`src/rtl/core/tbrt_pkg.sv`:
```
package tbrt_pkg;

	localparam int QUEUE_DEPTH = 16;
	localparam int HEAD_W = (QUEUE_DEPTH > 1) ? $clog2(QUEUE_DEPTH) : 1;
	localparam int CNT_W = $clog2(QUEUE_DEPTH + 1);
	localparam int SUM_W = CNT_W + 1;
	localparam int MAX_RESULTS = 16;
	localparam int RES_W = $clog2(MAX_RESULTS + 1);

	localparam logic [CNT_W-1:0] DEPTH_CNT = CNT_W'(QUEUE_DEPTH);
	localparam logic [SUM_W-1:0] DEPTH_SUM = SUM_W'(QUEUE_DEPTH);
	localparam logic [HEAD_W-1:0] HEAD_LAST = HEAD_W'(QUEUE_DEPTH - 1);
	localparam logic [RES_W-1:0] RES_LIMIT = RES_W'(MAX_RESULTS);

	localparam int MS_W = 10;
	localparam logic [MS_W-1:0] MS_PER_SECOND = 10'd1000;
	localparam logic [MS_W-1:0] MIN_TICK_RESET = 10'd50;

	localparam int TAG_W = 8;
	localparam int TOK_W = 32;
	localparam int DIV_STEP_W = 7;

	typedef enum logic [1:0] {
		REG_AVG_RATE = 2'd0,
		REG_BURST_LIMIT = 2'd1,
		REG_BURST_SECONDS = 2'd2,
		REG_MIN_TICK_MS = 2'd3
	} reg_idx_t;

	typedef enum logic {
		OP_TICK = 1'b0,
		OP_REQUEST = 1'b1
	} opcode_t;

	typedef enum logic {
		STAT_GRANTED = 1'b0,
		STAT_REJECTED = 1'b1
	} status_t;

	typedef struct packed {
		logic [TAG_W-1:0] tag;
		logic [TOK_W-1:0] tokens;
	} wait_entry_t;

	typedef struct packed {
		logic start;
		logic [63:0] dividend;
		logic [31:0] divisor;
		logic [DIV_STEP_W-1:0] steps;
	} div_req_t;

	typedef struct packed {
		logic done;
		logic [63:0] quotient;
		logic [31:0] remainder;
	} div_rsp_t;

endpackage

```
`src/rtl/core/tbrt_div.sv`:
```
module tbrt_div (
	input logic clk,
	input logic arst_n,
	input tbrt_pkg::div_req_t req,
	output tbrt_pkg::div_rsp_t rsp
);

	logic [63:0] dvd_q;
	logic [63:0] quo_q;
	logic [31:0] rem_q;
	logic [31:0] dsr_q;
	logic [tbrt_pkg::DIV_STEP_W-1:0] cnt_q;
	logic busy_q;
	logic done_q;
	logic [32:0] shifted;
	logic [32:0] diff;
	logic fits;

	assign shifted = {rem_q, dvd_q[63]};
	assign diff = shifted - {1'b0, dsr_q};
	assign fits = shifted >= {1'b0, dsr_q};

	always_ff @(posedge clk or negedge arst_n) begin
		if (!arst_n) begin
			busy_q <= 1'b0;
			done_q <= 1'b0;
			cnt_q <= '0;
		end else if (req.start) begin
			busy_q <= 1'b1;
			done_q <= 1'b0;
			cnt_q <= req.steps;
		end else if (busy_q) begin
			cnt_q <= cnt_q - 1'b1;
			if (cnt_q == tbrt_pkg::DIV_STEP_W'(1)) begin
				busy_q <= 1'b0;
				done_q <= 1'b1;
			end
		end else begin
			done_q <= 1'b0;
		end
	end

	always_ff @(posedge clk) begin
		if (req.start) begin
			dvd_q <= req.dividend;
			quo_q <= '0;
			rem_q <= '0;
			dsr_q <= req.divisor;
		end else if (busy_q) begin
			dvd_q <= {dvd_q[62:0], 1'b0};
			quo_q <= {quo_q[62:0], fits};
			rem_q <= fits ? diff[31:0] : shifted[31:0];
		end
	end

	assign rsp.done = done_q;
	assign rsp.quotient = quo_q;
	assign rsp.remainder = rem_q;

endmodule

```
`config.mk`:
```
export PLATFORM = sky130hd
export DESIGN_NAME = tbrt_div
export DESIGN_NICKNAME = d
export VERILOG_FILES = /design/src/rtl/core/tbrt_pkg.sv /design/src/rtl/core/tbrt_div.sv
export SDC_FILE = /design/constraint.sdc
export NUM_CORES = 1
export LEC_CHECK = 0
export BUFFER_PORTS_ARGS = -buffer_cell sky130_fd_sc_hd__clkbuf_2
export CAP_MARGIN = 15
export CORE_ASPECT_RATIO = 1.5
export CORE_UTILIZATION = 45
export CTS_BUF_LIST = sky130_fd_sc_hd__clkbuf_4
export CTS_CLUSTER_SIZE = 40
export DETAILED_ROUTE_END_ITERATION = 8
export PLACE_DENSITY = 0.68
export SYNTH_ARGS = -nofsm -noshare
export SYNTH_HDL_FRONTEND = slang
export SYNTH_SLANG_ARGS = --single-unit
```
`constraint.sdc`:
```
create_clock -name clk -period 5 [get_ports clk]
set_input_delay 0.5 -clock clk [delete_from_list [all_inputs] [get_ports clk]]
set_output_delay 0.5 -clock clk [all_outputs]
set_load 0.05 [all_outputs]
```
==> reports/results.tsv <==
metric	value	unit
status	finished, final reports clean	
ANT nets after route	0	
Worst-Margin Slew	1.14	ns
WL per Instance	15.6	um
Clock Skew	0.0272	ns
WHS Endpoint	dsr_q[4]	
via count	7096	
crit end category	flip-flop	
grt total ovfl	0	
Post-CTS Setup Bufs	0	
Filler Cell Count	1822	
Final Cycle Share	68.3	%
die width	121	um
# IOs	203	
Setup CP Type	flip-flop to flip-flop	
Hold Path Depth	1	
clock buffer depth	3	
category of the worst setup path launch point	flip-flop	
CP Max Fanout	5	
vias per cell	5.15	
HPWL after DPL	14800	um
post-layout util	55.7	%
crit path cell chain	inv_1 > ha_1 > fa_1 > nor2b_2 > o31a_1 > o31a_2 > a41oi_2 > o31ai_2 > a41oi_1 > o21ai_2 > o41ai_1 > a211o_1 > a21oi_1	
Initial Utilization	46.2	%
Worst-Skew Late Latency	0.62	ns
largest net degree at the start of global routing	107	
Total GRT Usage	20.2	%
count leader, synth	nor2_1	
die extent in y	180	um
delay-heaviest family, CP	compound AO/OA/AOI/OAI gates	
final hold slack	0.0621	ns
Worst slew margin	24.0	%
async set or reset register ratio after synthesis	4.48	%
RSZ-0062 raised after global routing	no	
CTS Sinks	201	
area leader, netlist	edfxtp_1	
CP required	5.54	ns
Buf+Inv Stages, Crit Path	1	
PwrDens	347	nW/um2
CP max stage delay	0.47	ns
final hold violation count	0	
YS warnings	0	
CTS clk-pin slew, worst paths	0.08	ns
maximum vdd drop	193	uV
cts repair resizes	0	
DRT Wirelength	21500	um
max-cap violations	0	
r2r setup slk	1.58	ns
initial antenna violation count	3	
CTS tree	done	
endpoints failing setup	0	
DP Area	10700	um2
R2R depth	13	
CTS root buf	clkbuf_4	
Post-synth top flop	edfxtp_1	
net count reported at finish	1216	
DRC Markers	0	
number of synthesized register bits	201	
hold path startpoint	req[11]	
H-tree Lvls	2	
final max-slew violation count	0	
Netlist cell types	62	
worst hold path class	primary input to flip-flop	
first-pass GRT wire length	35300	um
FP Rows	64	
Post-synth EDFFs	96	
input/output buffers	202	
Max Freq	293	MHz
CORE AREA	20600	um2
Synth top area share	30.3	%
GP Congestion	0.870	
1st-iter DRT viols	317	
crit path DAT	3.96	ns
min Tclk post-route	3.42	ns
post-route cell area	11500	um2
number of global-route vias before repair	7360	
Die ar.	21700	um2
RR Endpoint	rem_q[30]	
Setup TNS Final	0	ns
worst reg2reg startpoint	dvd_q[63]	
sequential fraction of the synthesis area	52.9	%
Synth area leaders	edfxtp_1, dfxtp_1, mux2i_1	
Area growth syn-to-layout	20.4	%
Synth top cells by count	nor2_1, dfxtp_1, edfxtp_1	
synthesized area	9520	um2
cts bufs inserted	50	
Post-Syn Area per Cell	11.2	um2
Syn Inst Count	848	
Lkg Pwr	5.40	nW
Synth Net Count	989	
first drt pass iteration count	4	
fraction of layout cells with a size suffix above 1	33.2	%
slowest stage cell on the critical path	o31ai_2	
## kinds of logic (layout without fill, tap and decap cells)
family                     after synthesis  in the layout  share of synthesized area (%)
AOI/OAI and AO/OA                      163            163                           12.2
xor gates and xnor gates                28             28                           2.58
adders and majority gates               35             35                           4.68
buffers and inverters                   88            351                           3.68
DFF                                    201            201                           52.9
muxes                                  136            136                           15.1
other                                    0              3                              0
and+or+nand+nor                        197            197                           8.86
## layout make-up
class                      instances  area [um2]  share of cell area (%)
sequential                       201        5030                    43.9
inverter                          44         165                    1.44
clock buffer                      70         526                    4.59
timing repair buffer             219        1170                    10.2
antenna                            3        7.51                  0.0655
clock inverter                    18        83.8                   0.732
tap                              264         330                    2.88
multi-input combinational        559        4140                    36.1
## per-stage QoR
stage | cells | worst slack, ns | power, mW
after floorplan | 848 | 1.81 | 2.50
after global placement | 1276 | 1.61 | 2.68
after global routing | 1377 | 1.31 | 4.21
after CTS | 1372 | 1.58 | 4.04
final | 1378 | 1.58 | 3.98
after detailed placement | 1276 | 1.60 | 2.69
## flip-flops by register name (all words and copies together) (netlist names)
name    count
dvd_q      64
dsr_q      32
busy_q      1
cnt_q       7
rem_q      32
done_q      1
quo_q      64
## cell usage in the layout (no fill, tap or decap), drive strengths merged, types with 2 or more instances in the layout
cell,netlist,routed
o31a,6,6
xor2,5,5
nand2,35,35
dfrtp,9,9
o31ai,2,2
edfxtp,96,96
a211oi,33,33
clkinv,1,19
o221a,2,2
xnor2,23,23
nor2,116,116
nor3,9,9
dlygate4sd3,0,11
or2,2,2
buf,20,7
o21ai,27,27
o41ai,2,2
mux2,63,63
a31oi,4,4
inv,43,43
o21bai,7,7
diode,0,3
a21o,13,13
nand3,8,8
mux2i,73,73
and2,4,4
nand2b,2,2
a41o,2,2
o21a,5,5
dfxtp,96,96
nand4,7,7
a21oi,47,47
ha,34,34
a41oi,2,2
nor2b,5,5
and3,7,7
a221oi,2,2
o211ai,2,2
clkbuf,24,271
## power breakdown
group	internal (mW)	switching, mW	total (mW)
clock network	0.652	0.666	1.32
logic	0.298	0.435	0.733
registers	1.86	0.0685	1.93
total	2.81	1.17	3.98
## worst reg2reg max path, delay by kind of cell (launching register included)
kind,cells,cell delay (ns)
DFF,1,0.34
and+or+nand+nor,1,0.18
buffers and inverters,1,0.05
adders and majority gates,2,0.60
AOI/OAI and AO/OA,9,2.17
## repair_timing
action / CTS / global route
endpoints found under the setup margin: 0 / 0
hold buffers: 8 / 3
endpoints found under the hold margin: 16 / 3
## worst max-delay path by stage
| stage | cells past startpoint | endpoint | slack (ns) | startpoint |
|---|---|---|---|---|
| finish | 13 | rem_q[30] | 1.58 | dvd_q[63] |
| global route | 13 | rem_q[31] | 1.31 | dsr_q[1] |
| CTS | 13 | rem_q[31] | 1.58 | dsr_q[1] |
| detailed placement | 13 | rem_q[31] | 1.60 | dsr_q[1] |
| global placement | 13 | rem_q[30] | 1.61 | dvd_q[63] |
| floorplan | 12 | rem_q[30] | 1.81 | rem_q[0] |
## layer usage
layer  wire length, um  part of all wire [%]  GRT usage (%)
met2             11100                    52           36.3
met5                13                 0.060              0
met1              8350                    39           21.8
met4               588                   2.7           7.95
met3              1450                   6.7           6.04
Note: power is estimated with default switching activity, not from simulation.
